==> src/sv/tess_pkg.sv <==
`default_nettype none

package tess_pkg;

    // Default number of timer slots in the row.
    localparam int SLOTS_DEF = 8;

    localparam int ID_W    = 8;
    localparam int DELAY_W = 16;

    // Command codes of an input item.
    localparam logic [1:0] CMD_REGISTER   = 2'd0;
    localparam logic [1:0] CMD_TICK       = 2'd1;
    localparam logic [1:0] CMD_UNREGISTER = 2'd2;

    // Outcome codes of a result item.
    localparam logic [1:0] OUT_NONE    = 2'd0;
    localparam logic [1:0] OUT_FIRED   = 2'd1;
    localparam logic [1:0] OUT_DEFAULT = 2'd2;
    localparam logic [1:0] OUT_FULL    = 2'd3;

    // Input item.
    typedef struct packed {
        logic [1:0]         command;
        logic [ID_W-1:0]    event_id;
        logic [DELAY_W-1:0] delay;
    } t_in_item;

    // Result item.
    typedef struct packed {
        logic [1:0]      outcome;
        logic [ID_W-1:0] fired_id;
    } t_res_item;

    // Operation carried by a wave along the slot row.
    typedef enum logic [1:0] {
        OP_REGISTER,
        OP_TICK,
        OP_CLEAR
    } t_op;

    // Wave handed from one slot cell to the next.
    typedef struct packed {
        logic               active;
        t_op                op;
        logic [ID_W-1:0]    id;
        logic [DELAY_W-1:0] delay;
        logic               hit;
    } t_wave;

    // Controller states.
    typedef enum logic [1:0] {
        S_IDLE,
        S_SCAN,
        S_CLEAR
    } t_state;

endpackage

`default_nettype wire

==> src/sv/tess_cell.sv <==
`default_nettype none

// One timer slot. It acts on the wave passing through it and registers the
// wave for the next cell.
module tess_cell (
    input  wire             i_clk,
    input  wire             i_rst_n,
    input  tess_pkg::t_wave i_wave,
    output tess_pkg::t_wave o_wave
);

    logic                         r_valid;
    logic                         n_valid;
    logic [tess_pkg::ID_W-1:0]    r_event;
    logic [tess_pkg::ID_W-1:0]    n_event;
    logic [tess_pkg::DELAY_W-1:0] r_count;
    logic [tess_pkg::DELAY_W-1:0] n_count;
    tess_pkg::t_wave              r_wave;
    tess_pkg::t_wave              n_wave;

    // Slot update and wave modification.
    always_comb begin
        n_valid = r_valid;
        n_event = r_event;
        n_count = r_count;
        n_wave  = i_wave;
        if (i_wave.active) begin
            case (i_wave.op)
                tess_pkg::OP_REGISTER: begin
                    // The first free slot takes the new event.
                    if (!i_wave.hit && !r_valid) begin
                        n_valid     = 1'b1;
                        n_event     = i_wave.id;
                        n_count     = i_wave.delay;
                        n_wave.hit  = 1'b1;
                    end
                end
                tess_pkg::OP_TICK: begin
                    // Count down until the first expired slot; it fires.
                    if (!i_wave.hit && r_valid) begin
                        if (r_count != '0) begin
                            n_count = r_count - 1'b1;
                        end else begin
                            n_wave.hit = 1'b1;
                            n_wave.id  = r_event;
                        end
                    end
                end
                tess_pkg::OP_CLEAR: begin
                    if (r_valid && (r_event == i_wave.id)) begin
                        n_valid = 1'b0;
                    end
                end
                default: begin
                    n_wave.active = 1'b0;
                end
            endcase
        end
    end

    // Slot and wave registers.
    always_ff @(posedge i_clk) begin
        if (!i_rst_n) begin
            r_valid       <= 1'b0;
            r_wave.active <= 1'b0;
        end else begin
            r_valid <= n_valid;
            r_wave  <= n_wave;
        end
        r_event <= n_event;
        r_count <= n_count;
    end

    assign o_wave = r_wave;

endmodule

`default_nettype wire

==> src/sv/tess_ctrl.sv <==
`default_nettype none

// Sequencer: launches waves into the slot row, collects them at its end and
// forms the result item. Also holds the default id register.
module tess_ctrl (
    input  wire                         i_clk,
    input  wire                         i_rst_n,
    input  wire                         start,
    input  tess_pkg::t_in_item          i_item,
    output logic                        busy,
    input  wire                         i_cfg_valid,
    input  wire [tess_pkg::ID_W-1:0]    i_cfg_data,
    output logic                        o_cfg_ready,
    output tess_pkg::t_wave             o_launch,
    input  tess_pkg::t_wave             i_return,
    output logic                        o_res_valid,
    output tess_pkg::t_res_item         o_res
);

    tess_pkg::t_state          r_state;
    tess_pkg::t_state          n_state;
    tess_pkg::t_wave           r_launch;
    tess_pkg::t_wave           n_launch;
    logic                      r_res_valid;
    logic                      n_res_valid;
    tess_pkg::t_res_item       r_res;
    tess_pkg::t_res_item       n_res;
    logic [tess_pkg::ID_W-1:0] r_default_id;

    // Configuration is always writable.
    assign o_cfg_ready = 1'b1;

    always_ff @(posedge i_clk) begin
        if (!i_rst_n) begin
            r_default_id <= '0;
        end else if (i_cfg_valid) begin
            r_default_id <= i_cfg_data;
        end
    end

    // Next state, launches and results.
    always_comb begin
        n_state         = r_state;
        n_launch        = r_launch;
        n_launch.active = 1'b0;
        n_res_valid     = 1'b0;
        n_res           = r_res;
        unique case (r_state)
            tess_pkg::S_IDLE: begin
                if (start) begin
                    n_launch.active = 1'b1;
                    n_launch.id     = i_item.event_id;
                    n_launch.delay  = i_item.delay;
                    n_launch.hit    = 1'b0;
                    n_state         = tess_pkg::S_SCAN;
                    case (i_item.command)
                        tess_pkg::CMD_REGISTER:   n_launch.op = tess_pkg::OP_REGISTER;
                        tess_pkg::CMD_TICK:       n_launch.op = tess_pkg::OP_TICK;
                        tess_pkg::CMD_UNREGISTER: n_launch.op = tess_pkg::OP_CLEAR;
                        default: begin
                            // Unused command: answer at once, touch nothing.
                            n_launch.active  = 1'b0;
                            n_launch.op      = tess_pkg::OP_CLEAR;
                            n_state          = tess_pkg::S_IDLE;
                            n_res_valid      = 1'b1;
                            n_res.outcome    = tess_pkg::OUT_NONE;
                            n_res.fired_id   = '0;
                        end
                    endcase
                end
            end
            tess_pkg::S_SCAN: begin
                if (i_return.active) begin
                    n_state        = tess_pkg::S_IDLE;
                    n_res_valid    = 1'b1;
                    n_res.fired_id = '0;
                    n_res.outcome  = tess_pkg::OUT_NONE;
                    case (i_return.op)
                        tess_pkg::OP_REGISTER: begin
                            if (!i_return.hit) begin
                                n_res.outcome = tess_pkg::OUT_FULL;
                            end
                        end
                        tess_pkg::OP_TICK: begin
                            if (i_return.hit) begin
                                // A slot fired: sweep out every slot with its id.
                                n_res_valid     = 1'b0;
                                n_state         = tess_pkg::S_CLEAR;
                                n_launch.active = 1'b1;
                                n_launch.op     = tess_pkg::OP_CLEAR;
                                n_launch.id     = i_return.id;
                                n_launch.hit    = 1'b0;
                            end else begin
                                n_res.outcome  = tess_pkg::OUT_DEFAULT;
                                n_res.fired_id = r_default_id;
                            end
                        end
                        default: begin
                            n_res.outcome = tess_pkg::OUT_NONE;
                        end
                    endcase
                end
            end
            tess_pkg::S_CLEAR: begin
                if (i_return.active) begin
                    n_state        = tess_pkg::S_IDLE;
                    n_res_valid    = 1'b1;
                    n_res.outcome  = tess_pkg::OUT_FIRED;
                    n_res.fired_id = i_return.id;
                end
            end
            default: begin
                n_state = tess_pkg::S_IDLE;
            end
        endcase
    end

    // State, launch and result registers.
    always_ff @(posedge i_clk) begin
        if (!i_rst_n) begin
            r_state         <= tess_pkg::S_IDLE;
            r_launch.active <= 1'b0;
            r_res_valid     <= 1'b0;
        end else begin
            r_state     <= n_state;
            r_launch    <= n_launch;
            r_res_valid <= n_res_valid;
        end
        r_res <= n_res;
    end

    assign busy        = (r_state != tess_pkg::S_IDLE);
    assign o_launch    = r_launch;
    assign o_res_valid = r_res_valid;
    assign o_res       = r_res;

endmodule

`default_nettype wire

==> src/sv/tick_event_slot_scheduler_top.sv <==
`default_nettype none

// Table of SLOTS one-shot timer slots built as a row of cells. Each item is
// carried as a wave through the row, one cell per clock. Register and
// unregister items and ticks where nothing fires take one pass: the result
// strobe is registered as the wave leaves the last cell. A tick that fires
// a slot adds a second pass that clears every slot with the fired id. Unused
// command codes answer without a pass, registered at the accepting edge.
// busy is high while a pass runs and falls as the result is registered, so
// the next item can be started in the cycle of the result strobe. The result
// is shown for exactly one cycle on o_res_valid and cannot be held off; the
// receiver must take it then. The default id may be written at any time the
// block is idle; o_cfg_ready is always high.
module tick_event_slot_scheduler_top #(
    parameter int SLOTS = tess_pkg::SLOTS_DEF
) (
    input  wire                         i_clk,
    input  wire                         i_rst_n,
    input  wire                         start,
    input  tess_pkg::t_in_item          i_item,
    output logic                        busy,
    input  wire                         i_cfg_valid,
    input  wire [tess_pkg::ID_W-1:0]    i_cfg_data,
    output logic                        o_cfg_ready,
    output logic                        o_res_valid,
    output tess_pkg::t_res_item         o_res
);

    tess_pkg::t_wave w_chain [SLOTS+1];

    // Sequencer.
    tess_ctrl u_ctrl (
        .i_clk       (i_clk),
        .i_rst_n     (i_rst_n),
        .start       (start),
        .i_item      (i_item),
        .busy        (busy),
        .i_cfg_valid (i_cfg_valid),
        .i_cfg_data  (i_cfg_data),
        .o_cfg_ready (o_cfg_ready),
        .o_launch    (w_chain[0]),
        .i_return    (w_chain[SLOTS]),
        .o_res_valid (o_res_valid),
        .o_res       (o_res)
    );

    // Row of slot cells, lowest index first in scan order.
    for (genvar g = 0; g < SLOTS; g++) begin : g_slot
        tess_cell u_cell (
            .i_clk   (i_clk),
            .i_rst_n (i_rst_n),
            .i_wave  (w_chain[g]),
            .o_wave  (w_chain[g+1])
        );
    end

endmodule

`default_nettype wire
==> config.mk <==
export PLATFORM = sky130hd
export DESIGN_NAME = tick_event_slot_scheduler_top
export DESIGN_NICKNAME = d
export VERILOG_FILES = /design/src/sv/tess_pkg.sv /design/src/sv/tess_cell.sv /design/src/sv/tess_ctrl.sv /design/src/sv/tick_event_slot_scheduler_top.sv
export SDC_FILE = /design/constraint.sdc
export NUM_CORES = 1
export LEC_CHECK = 0
export BUFFER_PORTS_ARGS = -buffer_cell sky130_fd_sc_hd__buf_4
export CAP_MARGIN = 20
export CORE_MARGIN = 5
export CORE_UTILIZATION = 62
export CTS_CLUSTER_DIAMETER = 30
export DETAILED_ROUTE_END_ITERATION = 8
export GPL_ROUTABILITY_DRIVEN = 1
export GPL_TIMING_DRIVEN = 0
export PLACE_DENSITY = 0.81
export SYNTH_ARGS = -nofsm -noshare
export SYNTH_HDL_FRONTEND = slang
export SYNTH_SLANG_ARGS = --single-unit
==> constraint.sdc <==
create_clock -name i_clk -period 3.1 [get_ports i_clk]
set_clock_uncertainty 0.05 [all_clocks]
set_input_delay 0.62 -clock i_clk [delete_from_list [all_inputs] [get_ports i_clk]]
set_output_delay 0.62 -clock i_clk [all_outputs]
set_load 0.01 [all_outputs]
### Yosys cells after proc, flatten, opt, wreduce, memory -nomap -nowiden

Index checks and enable logic that the tools add are counted.

* bitwise logic cells: 0
* order comparisons: 0
* eq/ne operators: 67
* div/mod/pow operators: 0
* reductions and logical operators: 123
* add/sub/neg operators: 8
* mux-type cells: 170
* shift operators: 0
* $mul: 0

Operators with widths (number)
* $mux 16: 24
* $mux 8: 33
* $pmux 16 s2: 8
* $reduce_bool 16->1: 8
* $sub 16x1->16 const B: 8
* $ne 2x1->1 const B: 35
* $mux 1: 67
* $eq 8x8->1: 8
* $mux 10: 5
* $reduce_and 5->1: 9
* $reduce_bool 2->1: 18
* $pmux 1 s2: 17
* $mux 11: 3
* $reduce_and 4->1: 8
* $pmux 10 s3: 1
* $reduce_and 3->1: 10
* $mux 28: 1
* $reduce_or 3->1: 9
* $logic_and 1x1->1: 24
* $eq 2x1->1 const B: 11
* $logic_not 2->1: 11
* $pmux 11 s2: 1
* $eq 2x2->1 const B: 10
* $logic_not 1->1: 16
* other kinds (8): 23

* latch bits: 0
* output and inout bits: 13
* bits of input ports: 38
* bits in read-only memories: 0
* memory bits (writable): 0
* flip-flop bits (word level): 457
* memories: 0

### Longest topological paths before layout

Gate-level depths: netlist of run 1.

* word-level depth: 5
* depth in mapped cells: 7

### By module

A second synthesis of run 1 with hierarchy kept.

* cell total of the unflattened synthesis: 1456
* area, all modules: 20470.9 sq um

Modules (own cells, without submodules)
* tess_cell at g_slot[0].u_cell ...: times used 4, area an instance 2324.7 sq um, cells each 165
* tess_cell at g_slot[4].u_cell ...: times used 2, area an instance 2311.0 sq um, cells each 167
* tess_cell at g_slot[6].u_cell: times used 1, area an instance 2309.7 sq um, cells each 169
* tess_cell at g_slot[7].u_cell: times used 1, area an instance 2307.2 sq um, cells each 164
* tess_ctrl: times used 1, area an instance 1933.1 sq um, cells each 129

### Least setup slack after synthesis of run 1

OpenSTA, ideal clock, no wires.

* path kind: flip-flop to flip-flop
* start: register g_slot[4].u_cell.r_wave (netlist bit g_slot[4].u_cell.o_wave[25])
* end: register g_slot[5].u_cell.r_count[0] in the netlist's numbering (enable)
* data arrival time: 2.219 ns
* setup time: 0.409 ns
* cell stages (with the launch flop): 7
* period minus slack after synthesis: 2.678 ns
* setup slack: 0.422 ns
* path buffers: 2
* cells stage by stage: edfxtp_1 -> clkbuf_1 -> nor2b_1 -> clkbuf_1 -> nand4_1 -> nor2_1 -> nor3_1

* cells in the longest elaborated chain, start to end: 3

Ends and longest elaborated chain
* from (decl): RTL line tess_cell.sv:18 `tess_pkg::t_wave r_wave;`
* from (signal assigned): RTL line tess_cell.sv:68 `r_wave <= n_wave;`
* $eq 2x1->1 or $logic_not 2->1 (tied branches): RTL line tess_cell.sv:28 `case (i_wave.op)`
* $ne 2x1->1 (no source line) or $reduce_bool 2->1 (tied branches)
* $reduce_and 5->1 (no source line) *
* to (signal assigned): RTL line tess_cell.sv:71 `r_count <= n_count;`
* to (decl): RTL line tess_cell.sv:16 `logic [tess_pkg::DELAY_W-1:0] r_count;`

Mark *: on every way between the ends. The rest lies on a longest branch, timed or not.
A chain may end at the register's enable or synchronous reset.

==> results of run 1 <==
-- layout make-up --
type	count	area (um2)
clock inverters	54	706
plain buffers	47	183
inverters	29	109
repair buffers	57	457
well taps	402	503
flip-flops and latches	456	13400
multi-input cells	938	6320
clock buffers	97	2130
fillers	1780	7820
-- through the flow --
| stage | setup TNS [ns] | setup slack (ns) | util (%) |
|---|---|---|---|
| 4_1_cts | 0 | 0.0587 | 75.2 |
| 6_report | 0 | 0.181 | 75.3 |
| 3_3_place_gp | -49.94 | -1.27 | 65.8 |
| 5_1_grt | 0 | 0.0504 | 75.3 |
| 3_5_place_dp | -4.27 | -0.415 | 66.2 |
| 2_1_floorplan | 0 | 0.422 | - |
-- state kept, by name, indices dropped and copies added (netlist names) --
register,cells
u_ctrl.r_default_id,8
g_slot.u_cell.r_valid,8
u_ctrl.o_res,10
g_slot.u_cell.r_event,64
u_ctrl.o_launch,27
u_ctrl.r_state,2
u_ctrl.o_res_valid,1
g_slot.u_cell.r_count,128
g_slot.u_cell.o_wave,208
-- metal layers --
metal  up-vias  share of wire [%]  global-route usage, %
li1       5839                  -                      -
met1      6104                 38                   28.5
met2       521                 52                   42.8
met3       134                5.3                   4.48
met4         0                4.3                   10.8
met5         -                  0                      0
-- worst register-to-register path, cell delays in order (launching register included) --
cell and delay (ns):
edfxtp_1 0.41, nor4_1 0.84, nand2_1 0.28, nor4_4 0.67, mux2_2 0.43
-- cell families (layout without fill, tap and decap cells) --
group,after synthesis,in the layout,synth area share [%]
and+or+nand+nor,465,465,12.5
DFF,456,456,67.2
AOI/OAI and AO/OA,221,221,6.62
xor gates and xnor gates,158,158,6.93
buffers and inverters,76,284,1.46
muxes,73,73,4.06
adders and majority gates,20,20,1.25
other,1,1,0.0188
-- worst min path at each step --
stage	start	depth (start not counted)	to	slack, ns
after floorplan	u_ctrl.o_launch[25]	0	g_slot[0].u_cell.o_wave[25]	0.37
after global placement	g_slot[5].u_cell.o_wave[11]	0	g_slot[6].u_cell.o_wave[11]	0.38
after detailed placement	g_slot[5].u_cell.o_wave[25]	0	g_slot[6].u_cell.o_wave[25]	0.39
after CTS	i_item[7]	1	u_ctrl.o_launch[8]	0.15
after global routing	i_item[15]	1	u_ctrl.o_launch[16]	0.13
final	i_item[2]	1	u_ctrl.o_launch[3]	0.16
-- cell usage after synthesis (all sizes together) (5+ instances only) --
cell type,number,area [um2]
nand2b,8,50.1
o31ai,11,82.6
o41ai,7,61.3
a21oi,28,140
nor3,40,231
nor2,75,282
nand2,152,571
nor4,33,280
nand3,32,160
clkbuf,43,161
a31oi,13,81.3
nand4b,7,76.3
a41oi,5,43.8
or3b,7,61.3
a22o,15,131
nor4b,9,78.8
ha,20,250
nor3b,11,82.6
or3,8,55.1
xnor2,93,815
a31o,5,43.8
nand4,27,169
nor2b,17,106
or4,13,97.6
or2,7,43.8
nand3b,10,75.1
inv,29,109
mux2,64,721
a21o,9,67.6
dfxtp,28,561
edfxtp,428,12900
xor2,65,569
o21ai,119,596
mux2i,9,90.1
-- where the power goes --
group          internal [uW]  total, uW  leakage [uW]  switching (uW)
Sequential              7010       7180       0.00426             173
Clock                   5900       9050       0.00135            3150
Combinational            227        562       0.00253             335
-- timing repair --
action / CTS / global route
hold buffers: 0 / 0
resized for setup: 0 / 4
setup endpoints to repair: 0 / 25
hold endpoints to repair: 0 / 0
==> impl_results.md, run 1 <==
- Startpoint types: flop
- Mapped Avg Cell Area: 13.6 um2
- Synth warn: 0
- Crit path cell chain: nor4_1 > nand2_1 > nor4_4 > mux2_2
- Net Count, Synth: 1528
- TritonCTS clock tree: built
- Die Area: 35900 um2
- Fin crit share: 94.2%
- Post-synth EDFFs: 428
- Input/output buffers: 48
- # diodes: 0
- Drt total wl: 43.3 mm
- Final setup violation count: 0
- Max-cap viol count: 0
- Placed Cells: 1927
- FF-to-FF Start: g_slot[4].u_cell.r_count[11]
- Die width: 189 um
- Min Hold Slack: 0.162 ns
- Setup CP Type: reg2reg
- H-tree levels: 3
- Top delay family on crit path: simple AND/OR/NAND/NOR gates
- Async SR Flop Fraction: 0%
- PwrDens: 705 nW/um2
- Worst-Skew Late Latency: 0.59 ns
- Arrival time at the worst endpoint: 3.20 ns
- R2R depth: 4
- RSZ-0062 raised after global routing: no
- Slew of the pin with the lowest slew margin: 0.972 ns
- Post-route ant nets: 0
- Setup crit start: g_slot[4].u_cell.r_count[11]
- CP Depth: 4
- FF-to-FF setup slack: 0.18 ns
- CTS Sinks: 456
- Crit path to: g_slot[4].u_cell.o_wave[18]
- Status: finished, final reports clean
- Root Driver: clkbuf_16
- Fin cells: 2080
- Post-synthesis register bit count: 456
- Final Hold Viols: 0
- Hold WC Path Type: in2reg
- Netlist cell types: 53
- Pins Over Slew Limit: 0
- Routed via count: 12600
- First-pass GRT wire length: 68.6 mm
- Largest net degree at the start of global routing: 112
- Worst-path maximum fanout: 8
- Vias per cell: 6.06
- Peak VDD IR: 0.819 mV
- # DRC: 0
- Min Clock Period, post-route: 2.92 ns
- Initial antenna violation count: 0
- Fmax: 343 MHz
- Mapped Cells: 1470
- Setup Fix Bufs, Post-CTS: 0
- Chip height: 189 um
- Crit path required time: 3.39 ns
- CP max stage delay: 0.83 ns
- Initial drt markers: 972
- Area of the core: 31600 um2
- Max_slew headroom: 35.2%
- Placed instance area: 20900 um2
- Area Overhead vs Synth: 19.3%
- # nets final: 1668
- Leak: 0.00814 uW
- Clock tree buffer depth: 3
- Post-synthesis sequential area ratio: 67.2%
- GRT Total Usage: 24.0%
- Drt wl/cell: 20.8 um
- # IOs: 51
- Critical path buffer and inverter count: 0
- Final Total Pwr: 16800 uW
- Clock transition at path regs: 0.05 ns
- Final design area excluding fillers: 23800 um2
- TritonCTS Buffers: 81
- Number of global-route vias before repair: 13200
- Starting density of the core: 63.1%
- Overflow after GRT: 0
- Hpwl dp: 27.3 mm
- Share of cells above drive strength 1: 17.9%
- Synth Cell Area: 20000 um2
- CP Capture Type: flop
- Routability cong.: 0.930
- Site Rows: 65
- Crit-path slowest cell: nor4_1
- Pre-Repair DR Iteration Count: 7
- Reg-to-reg endpoint: g_slot[4].u_cell.o_wave[18]
- Most frequent cells in the layout: 428 x edfxtp_1, 152 x nand2_1, 119 x o21ai_0
- Most common cell after layout, fill and taps aside: edfxtp_1
- Most used DFF post-synth: edfxtp_1
Power figures use the tool's default switching activity.
==> inputs of run 2 (changes only) <==
--- a/config.mk
+++ b/config.mk
@@ -5,15 +5,16 @@
 export SDC_FILE = /design/constraint.sdc
 export NUM_CORES = 1
 export LEC_CHECK = 0
+export ABC_AREA = 1
 export BUFFER_PORTS_ARGS = -buffer_cell sky130_fd_sc_hd__buf_4
 export CAP_MARGIN = 20
 export CORE_MARGIN = 5
-export CORE_UTILIZATION = 62
+export CORE_UTILIZATION = 63
 export CTS_CLUSTER_DIAMETER = 30
 export DETAILED_ROUTE_END_ITERATION = 8
 export GPL_ROUTABILITY_DRIVEN = 1
 export GPL_TIMING_DRIVEN = 0
-export PLACE_DENSITY = 0.81
+export PLACE_DENSITY = 0.82
 export SYNTH_ARGS = -nofsm -noshare
 export SYNTH_HDL_FRONTEND = slang
 export SYNTH_SLANG_ARGS = --single-unit
==> impl_results.md, run 2 <==
- PwrDens: 693 nW/um2 (was 705 nW/um2)
- Initial drt markers: 1312 (was 972)
- Setup CP Type: in2reg (was reg2reg)
- FF-to-FF setup slack: 0.85 ns (was 0.18 ns)
- Most frequent cells in the layout: 444 x nand2_1, 428 x edfxtp_1, 257 x nor2_1 (was 428 x edfxtp_1, 152 x nand2_1, 119 x o21ai_0)
- FF-to-FF Start: u_ctrl.o_launch[25] (was g_slot[4].u_cell.r_count[11])
- Mapped Cells: 2003 (was 1470)
- Largest net degree at the start of global routing: 74 (was 112)
- # diodes: 0 (unchanged)
- CTS resizes: 0 (unchanged)
- Startpoint types: primary input (was flop)
- Leak: 0.00984 uW (was 0.00814 uW)
- CTS Sinks: 456 (unchanged)
- # IOs: 51 (unchanged)
- Clock network fraction of total power: 54.8% (was 53.9%)
- Adder-cell share of the synthesized area: 1.19% (was 1.25%)
- # nets final: 2207 (was 1668)
- Simple-Gate Fraction of Synth Area: 18.0% (was 12.5%)
- Input/output buffers: 49 (was 48)
- P_sw: 3790 uW (was 3650 uW)
- Max-cap viol count: 0 (unchanged)
- Post-synthesis mux area share: 0% (was 4.06%)
- Root Driver: clkbuf_16 (unchanged)
- Area of the core: 33300 um2 (was 31600 um2)
- Post-synthesis register bit count: 456 (unchanged)
- Synth area leader: edfxtp_1 (unchanged)
- Final design area excluding fillers: 25100 um2 (was 23800 um2)
- Clock transition at path regs: 0.05 ns (about the same)
- Crit path to: u_ctrl.o_launch[8] (was g_slot[4].u_cell.o_wave[18])
- Pre-Repair DR Iteration Count: 6 (was 7)
- Drt total wl: 47.8 mm (was 43.3 mm)
- TritonCTS Buffers: 86 (was 81)
- Largest family of logic cells by synthesized area: simple AND/OR/NAND/NOR gates (unchanged)
- H-tree levels: 3 (unchanged)
- Chip height: 193 um (was 189 um)
- Sw Share: 21.8% (about the same)
- Worst-path maximum fanout: 70 (was 8)
- Arrival time at the worst endpoint: 2.87 ns (was 3.20 ns)
- Fillcell total: 2043 (was 1780)
- Yosys top cell area share: 61.1% (was 64.4%)
- GRT Total Usage: 26.0% (was 24.0%)
- Slew of the pin with the lowest slew margin: 0.953 ns (was 0.972 ns)
- Number of global-route vias before repair: 15400 (was 13200)
- R2R depth: 7 (was 4)
- Placed instance area: 22100 um2 (was 20900 um2)
- Hold WC Path Type: in2reg (unchanged)
- Max_slew headroom: 35.9% (was 35.2%)
- Compound-Gate Fraction of Synth Area: 8.22% (was 6.62%)
- Net Count, Synth: 2061 (was 1528)
- Peak VDD IR: 0.581 mV (was 0.819 mV)
- Final Total Pwr: 17400 uW (was 16800 uW)
- Fmax: 381 MHz (was 343 MHz)
- # DRC: 0 (unchanged)
- Most common cell after layout, fill and taps aside: nand2_1 (was edfxtp_1)
- Overflow after GRT: 0 (unchanged)
- Setup Fix Bufs, Post-CTS: 0 (unchanged)
- Initial antenna violation count: 0 (unchanged)
- Final setup violation count: 0 (unchanged)
- # hold bufs at CTS: 0 (unchanged)
- Post-synthesis xor/xnor area fraction: 3.79% (was 6.93%)
- Mapped Avg Cell Area: 10.5 um2 (was 13.6 um2)
- Routed via count: 15100 (was 12600)
- Fin crit share: 84.7% (was 94.2%)
- Post-route ant nets: 0 (unchanged)
- Top cells by count, synth: 444 x nand2_1, 428 x edfxtp_1, 257 x nor2_1, 226 x inv_1, 145 x o21ai_0 (was 428 x edfxtp_1, 152 x nand2_1, 119 x o21ai_0, 93 x xnor2_1, 75 x nor2_1)
- Post-layout util: 75.4% (was 75.3%)
- Async SR Flop Fraction: 0% (unchanged)
- Crit path required time: 3.34 ns (was 3.39 ns)
- Most used DFF post-synth: edfxtp_1 (unchanged)
- Vias per cell: 5.67 (was 6.06)
- Post-synth EDFFs: 428 (unchanged)
- Starting density of the core: 63.2% (was 63.1%)
- Area occupied by registers: 13400 um2 (unchanged)
- Min Clock Period, post-route: 2.63 ns (was 2.92 ns)
- Die width: 193 um (was 189 um)
- Drt wl/cell: 17.9 um (was 20.8 um)
- Site Rows: 67 (was 65)
- Synth Cell Area: 21000 um2 (was 20000 um2)
- Clock tree buffer depth: 3 (unchanged)
- Area Overhead vs Synth: 19.3% (about the same)
- Top post-synthesis cells by area: edfxtp_1 61%, nand2_1 7.9%, nor2_1 4.6% (was edfxtp_1 64%, xnor2_1 4.1%, mux2_2 3.6%)
- Worst-Skew Late Latency: 0.60 ns (was 0.59 ns)
- Most instantiated library cell after synthesis: nand2_1 (was edfxtp_1)
- Hpwl dp: 30.9 mm (was 27.3 mm)
- Pins Over Slew Limit: 0 (unchanged)
- TritonCTS clock tree: built (unchanged)
- Max FFs per register: 208 (unchanged)
- Synth warn: 0 (unchanged)
- Combinational share of power: 3.7% (was 3.3%)
- Share of cells above drive strength 1: 14.5% (was 17.9%)
- Die Area: 37100 um2 (was 35900 um2)
- RSZ-0062 raised after global routing: no (unchanged)
- Reg-to-reg endpoint: g_slot[0].u_cell.r_count[13] (was g_slot[4].u_cell.o_wave[18])
- Final Hold Viols: 0 (unchanged)
- Post-synthesis sequential area ratio: 63.8% (was 67.2%)
- CP Capture Type: flop (unchanged)
- First-pass GRT wire length: 76.7 mm (was 68.6 mm)
- Status: finished, final reports clean (unchanged)
- Setup_tns: 0 ns (unchanged)
- Setup crit start: i_rst_n (was g_slot[4].u_cell.r_count[11])
- Sequential share of power: 41.4% (was 42.8%)
- Routability cong.: 0.910 (was 0.930)
- Netlist cell types: 46 (was 53)
- Internal power: 13600 uW (was 13100 uW)
- Footprint of the multi-input gates: 6590 um2 (was 6320 um2)
## run 2: cells by family after synthesis
kind of cell | Yosys count
adder cells (fa/ha/maj) | 20
buffers and inverters | 269
XOR/XNOR | 91
flip-flops | 456
other | 1
AND/OR/NAND/NOR | 881
AO/OA/AOI/OAI | 285
## run 2: power groups by stage
stage | logic [uW] | registers, uW | clock network, uW
after floorplan | 373 | 7240 | 0
after global placement | 578 | 7300 | 0
after detailed placement | 625 | 7300 | 0
after CTS | 645 | 7200 | 9600
after global routing | 715 | 7210 | 9930
final | 648 | 7200 | 9530
## run 2: worst min path at each step
stage | from | to | cells past startpoint
floorplan | u_ctrl.o_launch[10] | g_slot[0].u_cell.o_wave[10] | 0
global placement | g_slot[5].u_cell.o_wave[2] | g_slot[6].u_cell.o_wave[2] | 0
detailed placement | g_slot[0].u_cell.o_wave[6] | g_slot[1].u_cell.o_wave[6] | 0
CTS | i_item[5] | u_ctrl.o_launch[6] | 1
global route | i_item[14] | u_ctrl.o_launch[15] | 1
finish | i_item[11] | u_ctrl.o_launch[12] | 1
## run 2: layout make-up
type	count	area share [%]
flip-flops and latches	456	53.5
multi-input cells	1278	26.2
clock buffers	94	8.82
inverters	238	3.56
clock inverters	64	3.08
well taps	448	2.23
repair buffers	58	1.94
plain buffers	31	0.663
## run 2: routing by layer
metal	vias up	wire (um)	global-route usage, %
li1	7108	-	-
met1	7220	17900	30.1
met2	628	25400	47.3
met3	172	2620	4.58
met4	0	1860	11.7
met5	-	0	0
## run 2: worst max-delay path: stages
cell,delay (ns)
buf_8,0.37
buf_16,0.34
inv_1,0.29
clkbuf_1,0.42
nor2_1,0.50
buf_6,0.23
## run 2: per-stage QoR
stage,worst slack [ns],hold slack (ns),instances
floorplan,0.0434,0.377,2003
global placement,-2.69,0.387,2500
detailed placement,-0.157,0.388,2507
CTS,0.515,0.124,2665
global route,0.380,0.133,2667
finish,0.473,0.151,2667
==> inputs of run 3 (changes only) <==
--- a/config.mk
+++ b/config.mk
@@ -9,12 +9,12 @@
 export BUFFER_PORTS_ARGS = -buffer_cell sky130_fd_sc_hd__buf_4
 export CAP_MARGIN = 20
 export CORE_MARGIN = 5
-export CORE_UTILIZATION = 63
+export CORE_UTILIZATION = 57
 export CTS_CLUSTER_DIAMETER = 30
 export DETAILED_ROUTE_END_ITERATION = 8
 export GPL_ROUTABILITY_DRIVEN = 1
 export GPL_TIMING_DRIVEN = 0
-export PLACE_DENSITY = 0.82
+export PLACE_DENSITY = 0.79
 export SYNTH_ARGS = -nofsm -noshare
 export SYNTH_HDL_FRONTEND = slang
 export SYNTH_SLANG_ARGS = --single-unit
==> constraint.sdc (replaced) <==
create_clock -name i_clk -period 2.2 [get_ports i_clk]
set_clock_uncertainty 0.05 [all_clocks]
set_input_delay 0.44 -clock i_clk [delete_from_list [all_inputs] [get_ports i_clk]]
set_output_delay 0.44 -clock i_clk [all_outputs]
set_load 0.01 [all_outputs]
==> impl_results.md, run 3 (synthesized netlist as in run 2, its figures left out) <==
- Leak: 0.0101 uW (was 0.00984 uW)
- FF-to-FF setup slack: 0.06 ns (was 0.85 ns)
- # DRC: 0 (unchanged)
- Worst-path maximum fanout: 10 (was 70)
- GRT Total Usage: 23.3% (was 26.0%)
- Pre-CTS setup slack: -1.23 ns (was -0.157 ns)
- Largest net degree at the start of global routing: 87 (was 74)
- Final setup violation count: 0 (unchanged)
- CTS Sinks: 456 (unchanged)
- Area Overhead vs Synth: 22.6% (was 19.3%)
- Number of global-route vias before repair: 15800 (was 15400)
- Arrival time at the worst endpoint: 2.44 ns (was 2.87 ns)
- Fin crit share: 97.1%
- Clock tree buffer depth: 3 (unchanged)
- Status: finished, final reports clean (unchanged)
- Worst-Skew Late Latency: 0.61 ns (was 0.60 ns)
- Peak VDD IR: 0.796 mV (was 0.581 mV)
- Initial drt markers: 1369 (was 1312)
- Pins Over Slew Limit: 0 (unchanged)
- Input/output buffers: 49 (unchanged)
- Initial antenna violation count: 0 (unchanged)
- Footprint of the multi-input gates: 6640 um2 (was 6590 um2)
- Hold WC Path Type: in2reg (unchanged)
- Crit path to: g_slot[7].u_cell.o_wave[23] (was u_ctrl.o_launch[8])
- # diodes: 0 (unchanged)
- Share of cells above drive strength 1: 15.3% (was 14.5%)
- PwrDens: 1000 nW/um2 (was 693 nW/um2)
- Area of the core: 36500 um2 (was 33300 um2)
- Clock transition at path regs: 0.05 ns (about the same)
- Setup CP Type: reg2reg (was in2reg)
- Min Clock Period, post-route: 2.14 ns
- Pre-Repair DR Iteration Count: 6 (unchanged)
- TritonCTS Buffers: 95 (was 86)
- Final Hold Viols: 0 (unchanged)
- Starting density of the core: 57.6% (was 63.2%)
- Post-route ant nets: 0 (unchanged)
- Setup crit start: g_slot[6].u_cell.o_wave[25] (was i_rst_n)
- Fmax: 468 MHz
- Placed Cells: 2526 (was 2507)
- # IOs: 51 (unchanged)
- FF-to-FF Start: g_slot[6].u_cell.o_wave[25] (was u_ctrl.o_launch[25])
- Die Area: 40800 um2 (was 37100 um2)
- Routability cong.: 0.910 (about the same)
- First-pass GRT wire length: 77.1 mm (was 76.7 mm)
- Vias per cell: 5.54 (was 5.67)
- Area occupied by registers: 13400 um2 (unchanged)
- Startpoint types: flop (was primary input)
- Drt total wl: 47.7 mm (was 47.8 mm)
- Overflow after GRT: 0 (unchanged)
- Slew of the pin with the lowest slew margin: 1.09 ns (was 0.953 ns)
- CP Capture Type: flop (unchanged)
- Crit path required time: 2.50 ns (was 3.34 ns)
- # nets final: 2237 (was 2207)
- Fin cells: 2729 (was 2667)
- TritonCTS clock tree: built (unchanged)
- Drt wl/cell: 17.5 um (was 17.9 um)
- R2R depth: 8 (was 7)
- H-tree levels: 3 (unchanged)
- Die width: 202 um (was 193 um)
- Max-cap viol count: 0 (unchanged)
- Most frequent cells in the layout: 444 x nand2_1, 428 x edfxtp_1, 254 x nor2_1 (was 444 x nand2_1, 428 x edfxtp_1, 257 x nor2_1)
- Fillcell total: 2312 (was 2043)
- Reg-to-reg endpoint: g_slot[7].u_cell.o_wave[23] (was g_slot[0].u_cell.r_count[13])
- Max_slew headroom: 26.9% (was 35.9%)
- Most common cell after layout, fill and taps aside: nand2_1 (unchanged)
- Fin worst setup slack: 0.0638 ns (was 0.473 ns)
- Site Rows: 70 (was 67)
- Chip height: 202 um (was 193 um)
- Hpwl dp: 29.8 mm (was 30.9 mm)
- Max FFs per register: 208 (unchanged)
- Routed via count: 15100 (about the same)
- Root Driver: clkbuf_16 (unchanged)
## run 3: worst min-delay path by stage
| stage | from | slack [ns] | depth (start not counted) | endpoint |
|---|---|---|---|---|
| 6_report | i_cfg_data[3] | 0.02 | 3 | u_ctrl.r_default_id[3] |
| 5_1_grt | i_cfg_data[3] | 0.02 | 3 | u_ctrl.r_default_id[3] |
| 4_1_cts | i_cfg_data[3] | 0.003 | 3 | u_ctrl.r_default_id[3] |
| 3_5_place_dp | g_slot[4].u_cell.o_wave[15] | 0.39 | 0 | g_slot[5].u_cell.o_wave[15] |
| 3_3_place_gp | u_ctrl.o_launch[15] | 0.39 | 0 | g_slot[0].u_cell.o_wave[15] |
| 2_1_floorplan | u_ctrl.o_launch[10] | 0.38 | 0 | g_slot[0].u_cell.o_wave[10] |
## run 3: layout make-up
cell class              count  area share [%]
flip-flops and latches    456            52.0
multi-input cells        1278            25.8
clock buffers             108            9.66
inverters                 238            3.48
clock inverters            71            3.34
repair buffers             80            2.85
well taps                 468            2.27
plain buffers              30           0.631
## run 3: per-stage QoR
step | TNS (ns) | util [%] | hold WS, ns | total power (uW) | cell area [um2]
after floorplan | 0 | - | 0.377 | 10700 | 21000
after global routing | -0.0310 | 70.6 | 0.0203 | 26700 | 25800
after detailed placement | -32.13 | 60.5 | 0.389 | 11200 | 22100
after global placement | -243.60 | 60.2 | 0.390 | 11100 | 22000
final | 0 | 70.6 | 0.0193 | 25900 | 25800
after CTS | 0 | 70.4 | 0.00338 | 26000 | 25700
## run 3: layer usage
metal	part of all wire (%)	wire length (um)	global-route usage [%]
met5	0	0	0
met4	4.5	2140	11.6
met2	52	24700	41.6
met3	5.3	2530	3.80
met1	38	18400	27.2
## run 3: timing repair
action,CTS,global route
setup endpoints to repair,62,84
pin swaps,1,3
buffers inserted,2,3
gates resized for setup,6,9
cloned,1,0
hold endpoints to repair,18,0
hold buffers,18,0
## run 3: report_power, final
part,total (uW),internal (uW),switching [uW]
registers,10100,9900,251
logic,970,356,614
clock network,14800,10000,4750
## run 3: critical path, stage by stage (launching register included)
cell and delay [ns]:
edfxtp_1 0.50, inv_2 0.10, nor2_4 0.22, nand4_2 0.12, nor3_2 0.28, nand3_2 0.25, buf_6 0.23, nand2_2 0.07
o21ai_2 0.05
